===== src/hdl/dasf_pkg.sv =====
// Shared types and constants for the dual audio sample FIFO.
// No dependencies; used by dasf_ctrl, dasf_dpath and dual_audio_sample_fifo_unit.
package dasf_pkg;

    localparam int SAMPLE_W     = 8;
    localparam int FILL_W       = 6;
    localparam int OPCODE_W     = 2;
    localparam int TIMER_W      = 2;
    localparam int CFG_INDEX_W  = 2;
    localparam int REFILL_LEVEL = 16;

    typedef enum logic [OPCODE_W-1:0] {
        OP_WRITE = 2'd0,
        OP_TIMER = 2'd1,
        OP_CLEAR = 2'd2
    } opcode_t;

    localparam logic [CFG_INDEX_W-1:0] CFG_MASTER_ENABLE  = 2'd0;
    localparam logic [CFG_INDEX_W-1:0] CFG_TIMER_SELECT_A = 2'd1;
    localparam logic [CFG_INDEX_W-1:0] CFG_TIMER_SELECT_B = 2'd2;

    // controller -> datapath
    typedef struct packed {
        logic capture;  // load the incoming transaction into the command registers
        logic commit;   // apply the held command and load the result
    } dasf_cmd_t;

endpackage


===== src/hdl/dasf_ctrl.sv =====
// Transaction sequencer for the dual audio sample FIFO.
// Depends on dasf_pkg; drives dasf_dpath through dasf_pkg::dasf_cmd_t.
module dasf_ctrl (
    input  logic                aclk,
    input  logic                aresetn,
    input  logic                s_valid,
    output logic                s_ready,
    output logic                m_valid,
    input  logic                m_ready,
    output dasf_pkg::dasf_cmd_t cmd
);

    typedef enum logic {
        ST_IDLE,
        ST_EXEC
    } state_t;

    state_t state_reg, state_next;
    logic   m_valid_reg, m_valid_next;
    logic   commit;

    assign s_ready     = (state_reg == ST_IDLE);
    // result slot free, or being emptied this cycle
    assign commit      = (state_reg == ST_EXEC) && (!m_valid_reg || m_ready);
    assign cmd.capture = s_valid && s_ready;
    assign cmd.commit  = commit;
    assign m_valid     = m_valid_reg;

    always_comb begin
        state_next   = state_reg;
        m_valid_next = m_valid_reg;
        if (m_ready) begin
            m_valid_next = 1'b0;
        end
        case (state_reg)
            ST_IDLE: begin
                if (s_valid) begin
                    state_next = ST_EXEC;
                end
            end
            ST_EXEC: begin
                if (commit) begin
                    state_next   = ST_IDLE;
                    m_valid_next = 1'b1;
                end
            end
            default: begin
                state_next = ST_IDLE;
            end
        endcase
    end

    always_ff @(posedge aclk) begin
        if (!aresetn) begin
            state_reg   <= ST_IDLE;
            m_valid_reg <= 1'b0;
        end else begin
            state_reg   <= state_next;
            m_valid_reg <= m_valid_next;
        end
    end

    a_accept_then_busy: assert property (@(posedge aclk) disable iff (!aresetn)
        (s_valid && s_ready) |=> !s_ready)
        else $error("accepted a second transaction without a commit");

    a_valid_from_commit: assert property (@(posedge aclk) disable iff (!aresetn)
        $rose(m_valid) |-> $past(commit))
        else $error("result valid raised without a commit");

    a_hold_while_blocked: assert property (@(posedge aclk) disable iff (!aresetn)
        (state_reg == ST_EXEC && m_valid_reg && !m_ready) |=> (state_reg == ST_EXEC))
        else $error("commit overwrote an untaken result");

endmodule


===== src/hdl/dasf_dpath.sv =====
// Datapath of the dual audio sample FIFO: config registers, two sample stores,
// pointers, counts and output latches. Depends on dasf_pkg.
module dasf_dpath #(
    parameter int FIFO_DEPTH = 32
) (
    input  logic                                  aclk,
    input  logic                                  aresetn,
    input  dasf_pkg::dasf_cmd_t                   cmd,
    input  logic                                  cfg_wr_en,
    input  logic [dasf_pkg::CFG_INDEX_W-1:0]      cfg_index,
    input  logic                                  cfg_wr_data,
    input  logic [dasf_pkg::OPCODE_W-1:0]         opcode,
    input  logic                                  fifo_select,
    input  logic [dasf_pkg::SAMPLE_W-1:0]         data_byte,
    input  logic [dasf_pkg::TIMER_W-1:0]          timer_number,
    output logic signed [dasf_pkg::SAMPLE_W-1:0]  sample_a,
    output logic signed [dasf_pkg::SAMPLE_W-1:0]  sample_b,
    output logic                                  refill_request_a,
    output logic                                  refill_request_b,
    output logic [dasf_pkg::FILL_W-1:0]           fill_a,
    output logic [dasf_pkg::FILL_W-1:0]           fill_b
);

    localparam int PTR_W = $clog2(FIFO_DEPTH);
    localparam int CNT_W = $clog2(FIFO_DEPTH + 1);

    logic [dasf_pkg::OPCODE_W-1:0] op_reg;
    logic                          sel_reg;
    logic [dasf_pkg::SAMPLE_W-1:0] data_reg;
    logic [dasf_pkg::TIMER_W-1:0]  timer_reg;

    logic       master_en_reg;
    logic [1:0] tsel_reg;

    logic [1:0][dasf_pkg::SAMPLE_W-1:0] latch_reg;
    logic [1:0][CNT_W-1:0]              count_reg;
    logic [1:0]                         refill_reg;

    always_ff @(posedge aclk) begin
        if (cmd.capture) begin
            op_reg    <= opcode;
            sel_reg   <= fifo_select;
            data_reg  <= data_byte;
            timer_reg <= timer_number;
        end
    end

    always_ff @(posedge aclk) begin
        if (!aresetn) begin
            master_en_reg <= 1'b0;
            tsel_reg      <= 2'b00;
        end else if (cfg_wr_en) begin
            case (cfg_index)
                dasf_pkg::CFG_MASTER_ENABLE:  master_en_reg <= cfg_wr_data;
                dasf_pkg::CFG_TIMER_SELECT_A: tsel_reg[0]   <= cfg_wr_data;
                dasf_pkg::CFG_TIMER_SELECT_B: tsel_reg[1]   <= cfg_wr_data;
                default: ;
            endcase
        end
    end

    for (genvar f = 0; f < 2; f++) begin : g_fifo
        logic [dasf_pkg::SAMPLE_W-1:0] store_mem [FIFO_DEPTH];
        logic [dasf_pkg::SAMPLE_W-1:0] rd_data_reg;
        logic [PTR_W-1:0] rd_ptr_reg, rd_ptr_next;
        logic [PTR_W-1:0] wr_ptr_reg, wr_ptr_next;
        logic [CNT_W-1:0] count_next;
        // entries [0, hwm) written since the last clear; the rest read as zero
        logic [CNT_W-1:0] hwm_reg, hwm_next;
        logic [dasf_pkg::SAMPLE_W-1:0] latch_next;
        logic refill_next;
        logic push, pop, clr, hit;

        assign push = cmd.commit && (op_reg == dasf_pkg::OP_WRITE) && (sel_reg == 1'(f))
                      && (count_reg[f] != CNT_W'(FIFO_DEPTH));
        assign pop  = cmd.commit && (op_reg == dasf_pkg::OP_TIMER) && master_en_reg
                      && (timer_reg == {1'b0, tsel_reg[f]});
        assign clr  = cmd.commit && (op_reg == dasf_pkg::OP_CLEAR) && (sel_reg == 1'(f));
        assign hit  = (CNT_W'(rd_ptr_reg) < hwm_reg);

        always_ff @(posedge aclk) begin
            if (push) begin
                store_mem[wr_ptr_reg] <= data_reg;
            end
            rd_data_reg <= store_mem[rd_ptr_reg];
        end

        always_comb begin
            rd_ptr_next = rd_ptr_reg;
            wr_ptr_next = wr_ptr_reg;
            count_next  = count_reg[f];
            hwm_next    = hwm_reg;
            latch_next  = latch_reg[f];
            refill_next = refill_reg[f];
            if (cmd.commit) begin
                refill_next = 1'b0;
            end
            if (push) begin
                wr_ptr_next = (wr_ptr_reg == PTR_W'(FIFO_DEPTH - 1)) ? '0 : wr_ptr_reg + 1'b1;
                count_next  = count_reg[f] + 1'b1;
                if (hwm_reg != CNT_W'(FIFO_DEPTH)) begin
                    hwm_next = hwm_reg + 1'b1;
                end
            end
            if (pop) begin
                latch_next = hit ? rd_data_reg : '0;
                if (count_reg[f] != '0) begin
                    rd_ptr_next = (rd_ptr_reg == PTR_W'(FIFO_DEPTH - 1)) ? '0
                                  : rd_ptr_reg + 1'b1;
                    count_next  = count_reg[f] - 1'b1;
                end
                refill_next = (32'(count_next) <= 32'(dasf_pkg::REFILL_LEVEL));
            end
            if (clr) begin
                rd_ptr_next = '0;
                wr_ptr_next = '0;
                count_next  = '0;
                hwm_next    = '0;
            end
        end

        always_ff @(posedge aclk) begin
            if (!aresetn) begin
                rd_ptr_reg    <= '0;
                wr_ptr_reg    <= '0;
                count_reg[f]  <= '0;
                hwm_reg       <= '0;
                latch_reg[f]  <= '0;
                refill_reg[f] <= 1'b0;
            end else begin
                rd_ptr_reg    <= rd_ptr_next;
                wr_ptr_reg    <= wr_ptr_next;
                count_reg[f]  <= count_next;
                hwm_reg       <= hwm_next;
                latch_reg[f]  <= latch_next;
                refill_reg[f] <= refill_next;
            end
        end

        a_count_le_hwm: assert property (@(posedge aclk) disable iff (!aresetn)
            count_reg[f] <= hwm_reg)
            else $error("held entries exceed written range");

        a_hwm_bound: assert property (@(posedge aclk) disable iff (!aresetn)
            hwm_reg <= CNT_W'(FIFO_DEPTH))
            else $error("high-water mark beyond depth");

        a_ptr_match: assert property (@(posedge aclk) disable iff (!aresetn)
            (count_reg[f] == '0 || count_reg[f] == CNT_W'(FIFO_DEPTH))
            |-> (rd_ptr_reg == wr_ptr_reg))
            else $error("pointers disagree with empty/full count");
    end

    assign sample_a         = $signed(latch_reg[0]);
    assign sample_b         = $signed(latch_reg[1]);
    assign refill_request_a = refill_reg[0];
    assign refill_request_b = refill_reg[1];
    assign fill_a           = dasf_pkg::FILL_W'(count_reg[0]);
    assign fill_b           = dasf_pkg::FILL_W'(count_reg[1]);

endmodule


===== src/hdl/dual_audio_sample_fifo_unit.sv =====
// Top level of the dual audio sample FIFO pair.
// Depends on dasf_pkg, dasf_ctrl and dasf_dpath.

// Two ring FIFOs (A and B) of signed 8-bit samples, FIFO_DEPTH entries each.
// Every input transaction yields exactly one result transaction carrying both
// output latches, both refill requests and both fill levels. Opcodes: write
// pushes data_byte into the selected FIFO (dropped when full); timer overflow
// pops every FIFO whose timer select matches timer_number, if master enable
// is set, and raises that FIFO's refill request when it then holds 16 or fewer
// entries; clear empties the selected FIFO and makes its store read as zero
// (its latch is kept). Popping an empty FIFO re-reads the entry at the read
// pointer. A transaction is taken while idle, as the sample store's registered
// read port fetches the entry at each read pointer, and is then committed; no
// new transaction is taken before that commit. The result sits in an output
// register; a new transaction is taken while it waits, and only the commit
// stalls until the result is taken. No clearing pass after reset or clear: a
// per-FIFO write high-water mark marks which store entries read back as zero.
// Config registers (cfg_index 0 master enable, 1 timer select A, 2 timer
// select B) must be written only while idle; the block does not enforce it.
module dual_audio_sample_fifo_unit #(
    parameter int FIFO_DEPTH = 32
) (
    input  logic                                  aclk,
    input  logic                                  aresetn,
    // configuration write port
    input  logic                                  cfg_wr_en,
    input  logic [dasf_pkg::CFG_INDEX_W-1:0]      cfg_index,
    input  logic                                  cfg_wr_data,
    // input transactions
    input  logic                                  s_valid,
    output logic                                  s_ready,
    input  logic [dasf_pkg::OPCODE_W-1:0]         s_opcode,
    input  logic                                  s_fifo_select,
    input  logic [dasf_pkg::SAMPLE_W-1:0]         s_data_byte,
    input  logic [dasf_pkg::TIMER_W-1:0]          s_timer_number,
    // result transactions
    output logic                                  m_valid,
    input  logic                                  m_ready,
    output logic signed [dasf_pkg::SAMPLE_W-1:0]  m_sample_a,
    output logic signed [dasf_pkg::SAMPLE_W-1:0]  m_sample_b,
    output logic                                  m_refill_request_a,
    output logic                                  m_refill_request_b,
    output logic [dasf_pkg::FILL_W-1:0]           m_fill_a,
    output logic [dasf_pkg::FILL_W-1:0]           m_fill_b
);

    dasf_pkg::dasf_cmd_t cmd;

    // sequencer: accept, commit, result handshake
    dasf_ctrl u_ctrl (
        .aclk    (aclk),
        .aresetn (aresetn),
        .s_valid (s_valid),
        .s_ready (s_ready),
        .m_valid (m_valid),
        .m_ready (m_ready),
        .cmd     (cmd)
    );

    // stores, pointers and latches; result fields come straight from state
    // registers that only move on a commit
    dasf_dpath #(
        .FIFO_DEPTH (FIFO_DEPTH)
    ) u_dpath (
        .aclk             (aclk),
        .aresetn          (aresetn),
        .cmd              (cmd),
        .cfg_wr_en        (cfg_wr_en),
        .cfg_index        (cfg_index),
        .cfg_wr_data      (cfg_wr_data),
        .opcode           (s_opcode),
        .fifo_select      (s_fifo_select),
        .data_byte        (s_data_byte),
        .timer_number     (s_timer_number),
        .sample_a         (m_sample_a),
        .sample_b         (m_sample_b),
        .refill_request_a (m_refill_request_a),
        .refill_request_b (m_refill_request_b),
        .fill_a           (m_fill_a),
        .fill_b           (m_fill_b)
    );

endmodule


===== config.mk =====
export PLATFORM = sky130hd
export DESIGN_NAME = dual_audio_sample_fifo_unit
export DESIGN_NICKNAME = d
export VERILOG_FILES = /design/src/hdl/dasf_pkg.sv /design/src/hdl/dasf_ctrl.sv /design/src/hdl/dasf_dpath.sv /design/src/hdl/dual_audio_sample_fifo_unit.sv
export SDC_FILE = /design/constraint.sdc
export NUM_CORES = 1
export LEC_CHECK = 0
export BUFFER_PORTS_ARGS = -buffer_cell sky130_fd_sc_hd__buf_2
export CAP_MARGIN = 20
export CORE_ASPECT_RATIO = 1.2
export CORE_MARGIN = 3
export CORE_UTILIZATION = 45
export DETAILED_ROUTE_END_ITERATION = 7
export PLACE_DENSITY = 0.72
export SLEW_MARGIN = 5
export SYNTH_ARGS = -nofsm -noshare
export SYNTH_HDL_FRONTEND = slang
export SYNTH_SLANG_ARGS = --single-unit

===== constraint.sdc =====
create_clock -name aclk -period 7.9 [get_ports aclk]
set_input_delay 1.58 -clock aclk [delete_from_list [all_inputs] [get_ports aclk]]
set_output_delay 1.58 -clock aclk [all_outputs]
set_load 0.01 [all_outputs]

==> flow_summary.json, run 1 <==
{
  "p_int_w": 0.00521,
  "switching_share_pct": 20.0,
  "final_antenna_net_count": 0,
  "overflow": 0,
  "syn-cell-area_um2": 24500,
  "core_area_um2": 53800,
  "path_clk_slew_ps": 70,
  "dpl.hpwl_mm": 33.1,
  "drive_above_1_share_pct": 17.2,
  "detail_route.vias_per_cell": 5.84,
  "syn-num-nets": 1557,
  "largest_register_ffs": 512,
  "maxSlewHeadroom_pct": 25.2,
  "hold_viol_final": 0,
  "multiInputGateArea_um2": 6620,
  "cp-startpoint": "m_ready",
  "fmax_ghz": 0.254,
  "die_h_um": 262,
  "grt_pass1_vias": 13400,
  "io_buffers": 52,
  "synth_cells": 1504,
  "crit_type": "in -> reg",
  "tns_ps": 0,
  "cp.required_ps": 8170,
  "clock_tree.buffer_depth": 3,
  "post_cts_buffers": 0,
  "fin_skew_ps": 28.4,
  "register_area_um2": 17400,
  "diodes": 0,
  "wl_per_cell_um": 23.1,
  "peakVddDrop_v": 0.000182,
  "cts.sinks": 608,
  "synth.distinct_cells": 63,
  "cp_num_buf_inv": 1,
  "async_flop_share_pct": 0,
  "grt_setup_unrepaired": "false",
  "firstDrtPassIters": 6,
  "r2r-start": "u_ctrl.state_reg$_SDFF_PN0_",
  "min_path_type": "reg -> reg",
  "setup_violations": 0,
  "cp-endpoint": "u_dpath.g_fifo[1].store_mem[6][7]$_DFFE_PP_",
  "reg2reg_to": "u_dpath.g_fifo[1].store_mem[6][7]$_DFFE_PP_",
  "synth-seq-cells": 608,
  "reg2regPathDepth": 5,
  "clockRootBuffer": "clkbuf_16",
  "post-route-min-period_ps": 3940,
  "n_fill_cell": 4348,
  "clkPwrFrac_pct": 44.3,
  "switchingPower_w": 0.00130,
  "start_kind": "input port",
  "placed_cell_area_um2": 25400,
  "arrival_ps": 4210,
  "routed_wl_mm": 53.8,
  "max_stage_delay_ps": 710,
  "power.density_nw_per_um2": 236,
  "r2r_slack_ps": 4580,
  "tightest_slew_ps": 1120,
  "grt_max_degree": 69,
  "combPwrFrac_pct": 1.9,
  "cts_hold_buf": 0,
  "post-route-period-util_pct": 49.9,
  "num_io_pins": 53,
  "die_w_um": 219,
  "critPathTopFamily": "simple AND/OR/NAND/NOR gates",
  "num_vias": 13600,
  "cts_made_buffers": 59,
  "drv_slew": 0,
  "syn_to_final_growth_pct": 12.4,
  "cts_tree": "done",
  "clock_latency_ps": 630,
  "p_seq_share_pct": 53.8,
  "grt_pass1_wl_mm": 81.4,
  "p_leak_nw": 8.66,
  "synthFlopType": "edfxtp_1",
  "start_util_pct": 45.6,
  "place_congestion": 0.876,
  "grt.total_usage_pct": 18.7,
  "route.detailed.drc": 0,
  "endpoint_kind": "flop",
  "cts_resized": 0,
  "die_area_um2": 57400,
  "status": "complete, no violations",
  "synth.avg_cell_area_um2": 16.3,
  "drtIter0Drc": 1394,
  "cp.depth": 6,
  "synth_warnings": 0,
  "fin_area_um2": 27600,
  "path_cells": "buf_2 -> nand2b_1 -> and4b_1 -> nand2_1 -> nor4b_1 -> and2_1",
  "critPathSlowestCell": "nor4b_1",
  "grt_antenna_before_repair": 1,
  "drv_cap": 0,
  "fp-row-count": 93,
  "ctsHtreeMaxLevel": 2,
  "fin_nets": 1621,
  "synth-edff-count": 525,
  "ys_seq_area_share_pct": 71.1,
  "critPathMaxFanout": 14
}
## through the flow
step / setup WS (ps) / hold WS (ps) / total power, W / cells / utilization (%)
final: 3960 / 480 / 0.00651 / 2331 / 51.3
after floorplan: 4270 / 462 / 0.00364 / 1504 / -
after detailed placement: 3380 / 468 / 0.00370 / 2208 / 47.3
after CTS: 4020 / 484 / 0.00655 / 2320 / 51.1
after global placement: 3430 / 458 / 0.00369 / 2208 / 47.3
after global routing: 3760 / 501 / 0.00670 / 2331 / 51.3
## synthesized netlist by cell type (7+ instances only)
cell	number	area, um^2
nand3b_1	8	60.1
nand4_1	21	131
nand2_1	60	225
nand3_1	61	305
mux2i_1	136	1360
nor3_1	14	70.1
edfxtp_1	525	15800
dfxtp_1	83	1660
a22oi_1	65	488
a21oi_1	48	240
xnor2_1	11	96.3
ha_1	32	400
a22o_1	9	78.8
a221oi_1	7	61.3
o21ai_0	9	45.0
mux4_2	64	1440
buf_2	38	190
nor2_1	75	282
or3_1	7	43.8
nor2b_1	28	175
and2_1	30	188
clkbuf_1	28	105
inv_1	24	90.1
a22oi_2	16	200
and3_1	14	87.6
## how the worst min path moves through the flow
stage                                              start                                         to  slack (ps)  cells past startpoint
2_1_floorplan  u_dpath.g_fifo[1].hwm_reg[1]$_SDFFE_PP0P_  u_dpath.g_fifo[1].hwm_reg[1]$_SDFFE_PP0P_         460                      2
3_3_place_gp       u_dpath.refill_request_a$_SDFFE_PN0P_      u_dpath.refill_request_a$_SDFFE_PN0P_         460                      2
3_5_place_dp       u_dpath.refill_request_a$_SDFFE_PN0P_      u_dpath.refill_request_a$_SDFFE_PN0P_         470                      2
4_1_cts            u_dpath.refill_request_a$_SDFFE_PN0P_      u_dpath.refill_request_a$_SDFFE_PN0P_         480                      2
5_1_grt            u_dpath.refill_request_a$_SDFFE_PN0P_      u_dpath.refill_request_a$_SDFFE_PN0P_         500                      2
6_report           u_dpath.refill_request_a$_SDFFE_PN0P_      u_dpath.refill_request_a$_SDFFE_PN0P_         480                      2
## cells by family after synthesis
kind of cell,count (synthesis),synth area share [%]
xor gates and xnor gates,16,0.571
AOI/OAI and AO/OA,191,5.79
adders and majority gates,32,1.63
buffers and inverters,103,1.94
DFF,608,71.1
muxes,200,11.4
and+or+nand+nor,354,7.59
## layout by cell type, fill, tap and decap left out, types with 11 or more instances in the layout
cell and n:
inv_1 24, clkinv_2 11, nor2_1 75, buf_2 56, nand4_1 21, buf_4 23, clkbuf_16 62, and3_1 14
edfxtp_1 525, nor3_1 14, a22oi_1 65, mux4_2 64, nand2_1 60, mux2i_1 136, dfxtp_1 79, nand3_1 61
xnor2_1 11, a22oi_2 16, ha_1 32, nor2b_1 28, and2_1 30, a21oi_1 48
## area by class of cell
| cell class | count | area share [%] |
|---|---|---|
| Tap cell | 712 | 3.23 |
| Multi-Input combinational cell | 793 | 24.0 |
| Clock inverter | 30 | 1.17 |
| Sequential cell | 608 | 63.2 |
| Inverter | 24 | 0.327 |
| Clock buffer | 82 | 6.21 |
| Timing Repair Buffer | 82 | 1.80 |
## per-layer routing
metal | track usage, % | wire [um] | up-vias
met5 | 0 | 0 | -
met4 | 7.64 | 2030 | 0
met3 | 2.79 | 3830 | 120
met2 | 30.8 | 26400 | 604
met1 | 25.0 | 21600 | 6849
li1 | - | - | 6037
## power by group through the flow
stage / clock network (W) / registers, W / logic, W
after CTS: 0.00292 / 0.00351 / 0.000121
after detailed placement: 0 / 0.00358 / 0.000121
final: 0.00289 / 0.00351 / 0.000121
after global routing: 0.00306 / 0.00351 / 0.000132
after floorplan: 0 / 0.00360 / 0.0000388
after global placement: 0 / 0.00358 / 0.000118
## worst register-to-register path: stages (launching register included)
cell and delay (ps):
dfxtp_1 520, nor2b_1 220, and4b_1 620, nand2_1 420
nor4b_1 710, and2_1 460
Power figures use the tool's default switching activity.
==> run 2: changes to the inputs <==
- clock period: 7.9 -> 3.9 ns (I/O delays scaled with it)
==> run 2 against run 1 <==
Effect of this change: setup slack got worse by 3200 ps; clock-buffer cell count decreased by 6; clock skew fell by 9.3 ps; worst hold slack got worse by 140 ps; clock power up 110%; critical path type is now reg -> reg; largest power group unchanged; power up 100%; sequential share of layout area is 0.16 points lower; final cell count hardly changed; global-route usage increased by 0.20 points; die area is the same; register-to-register slack lost 3800 ps.
==> flow_summary.json, run 2 (synthesis gave the netlist of run 1 again) <==
{
  "max_stage_delay_ps": 750,
  "firstDrtPassIters": 7,
  "hold_viol_final": 0,
  "route.detailed.drc": 0,
  "grt_pass1_wl_mm": 81.9,
  "grt_max_degree": 101,
  "path_cells": "inv_1 -> ha_1 -> nand3_1 -> nand2_1 -> nor4b_1 -> and2_1",
  "n_fill_cell": 4295,
  "start_kind": "flop",
  "endpoint_kind": "flop",
  "clock_tree.buffer_depth": 3,
  "drv_cap": 0,
  "dpl.hpwl_mm": 34.4,
  "pre_cts_ws_ps": 495,
  "detail_route.vias_per_cell": 5.80,
  "peakVddDrop_v": 0.000336,
  "power.density_nw_per_um2": 482,
  "cts.sinks": 608,
  "cts_resized": 0,
  "largest_register_ffs": 512,
  "tightest_slew_ps": 1000,
  "setup_violations": 0,
  "cts_hold_buf": 0,
  "path_clk_slew_ps": 70,
  "num_io_pins": 53,
  "status": "complete, no violations",
  "wl_per_cell_um": 23.4,
  "grt.total_usage_pct": 18.9,
  "overflow": 0,
  "crit_type": "reg -> reg",
  "fin_ws_ps": 761,
  "grt_pass1_vias": 13600,
  "place_congestion": 0.909,
  "clockRootBuffer": "clkbuf_16",
  "ctsHtreeMaxLevel": 2,
  "critPathMaxFanout": 13,
  "p_leak_nw": 8.70,
  "core_area_um2": 53800,
  "tns_ps": 0,
  "num_vias": 13500,
  "start_util_pct": 45.6,
  "cp.required_ps": 4170,
  "fin_nets": 1624,
  "cp_num_buf_inv": 1,
  "die_w_um": 219,
  "grt_antenna_before_repair": 0,
  "drive_above_1_share_pct": 17.1,
  "diodes": 0,
  "cts_tree": "done",
  "die_h_um": 262,
  "post_cts_buffers": 0,
  "fmax_ghz": 0.319,
  "post-route-util_pct": 51.4,
  "mostFrequentLayoutCell": "edfxtp_1",
  "die_area_um2": 57400,
  "grt_setup_unrepaired": "false",
  "drtIter0Drc": 1251,
  "maxSlewHeadroom_pct": 33.1,
  "min_path_type": "in -> reg",
  "io_buffers": 52,
  "fin_skew_ps": 19.1,
  "syn_to_final_growth_pct": 12.7,
  "post-route-min-period_ps": 3140,
  "critPathSlowestCell": "nor4b_1",
  "fp-row-count": 93,
  "drv_slew": 0,
  "cts_made_buffers": 57,
  "post-route-period-util_pct": 80.5,
  "power_w": 0.0133,
  "arrival_ps": 3410,
  "final_cell_mix": "edfxtp_1, mux2i_1, dfxtp_1",
  "clock_latency_ps": 610,
  "routed_wl_mm": 54.6,
  "final_antenna_net_count": 0,
  "critPathTopFamily": "simple AND/OR/NAND/NOR gates"
}
run 2: cell types whose count changed in the layout (fill, tap and decap cells not counted), moves of 2 or more:
cell / change
clkinv_1: +3
buf_2: -4
clkinv_2: +3
clkinv_4: -2
clkbuf_16: -2
buf_4: +10
bufinv_16: +5
clkinvlp_4: -4
clkbuf_2: -4
run 2: worst paths after layout:
path / start / to / slack (ps) / cells after the start
worst max-delay path: u_dpath.fill_b[0]$_SDFF_PP0_ / u_dpath.g_fifo[1].store_mem[6][0]$_DFFE_PP_ / 760 / 6
worst min-delay path: s_data_byte[1] / u_dpath.data_reg[1]$_DFFE_PP_ / 340 / 1
worst max register to register: u_dpath.fill_b[0]$_SDFF_PP0_ / u_dpath.g_fifo[1].store_mem[6][0]$_DFFE_PP_ / 760 / 6
worst min register to register: u_dpath.refill_request_a$_SDFFE_PN0P_ / u_dpath.refill_request_a$_SDFFE_PN0P_ / 480 / 2
run 2: final cells by class:
class	count	area (um^2)	share of cell area (%)
Clock buffer	76	1640	5.94
Tap cell	712	891	3.22
Timing Repair Buffer	87	539	1.95
Sequential cell	608	17400	63.1
Inverter	24	90.1	0.326
Multi-Input combinational cell	793	6620	24.0
Clock inverter	32	419	1.52
run 2: metrics by stage:
step                      hold slack (ps)  std cells  instance area [um^2]
after global placement                476       2220                 25500
final                                 342       2332                 27600
after floorplan                       462       1504                 24500
after detailed placement              481       2220                 25500
after global routing                  312       2332                 27600
after CTS                             304       2328                 27600
run 2: layer usage:
layer / vias up / track usage [%] / wire length [um]
li1: 6024 / - / -
met1: 6883 / 24.1 / 22000
met2: 485 / 32.6 / 27600
met3: 127 / 2.96 / 2880
met4: 0 / 7.06 / 2020
met5: - / 0 / 0
run 2: worst reg2reg max path: stages (launching register included):
cell and delay [ps]:
dfxtp_1 470, inv_1 140, ha_1 260, nand3_1 340, nand2_1 390, nor4b_1 750
and2_1 450
run 2: power by group:
part	leakage [nW]	internal [W]	switching, W	total (W)
Clock	1.02	0.00362	0.00236	0.00598
Sequential	5.40	0.00709	0.0000142	0.00710
Combinational	2.28	0.0000534	0.000194	0.000247
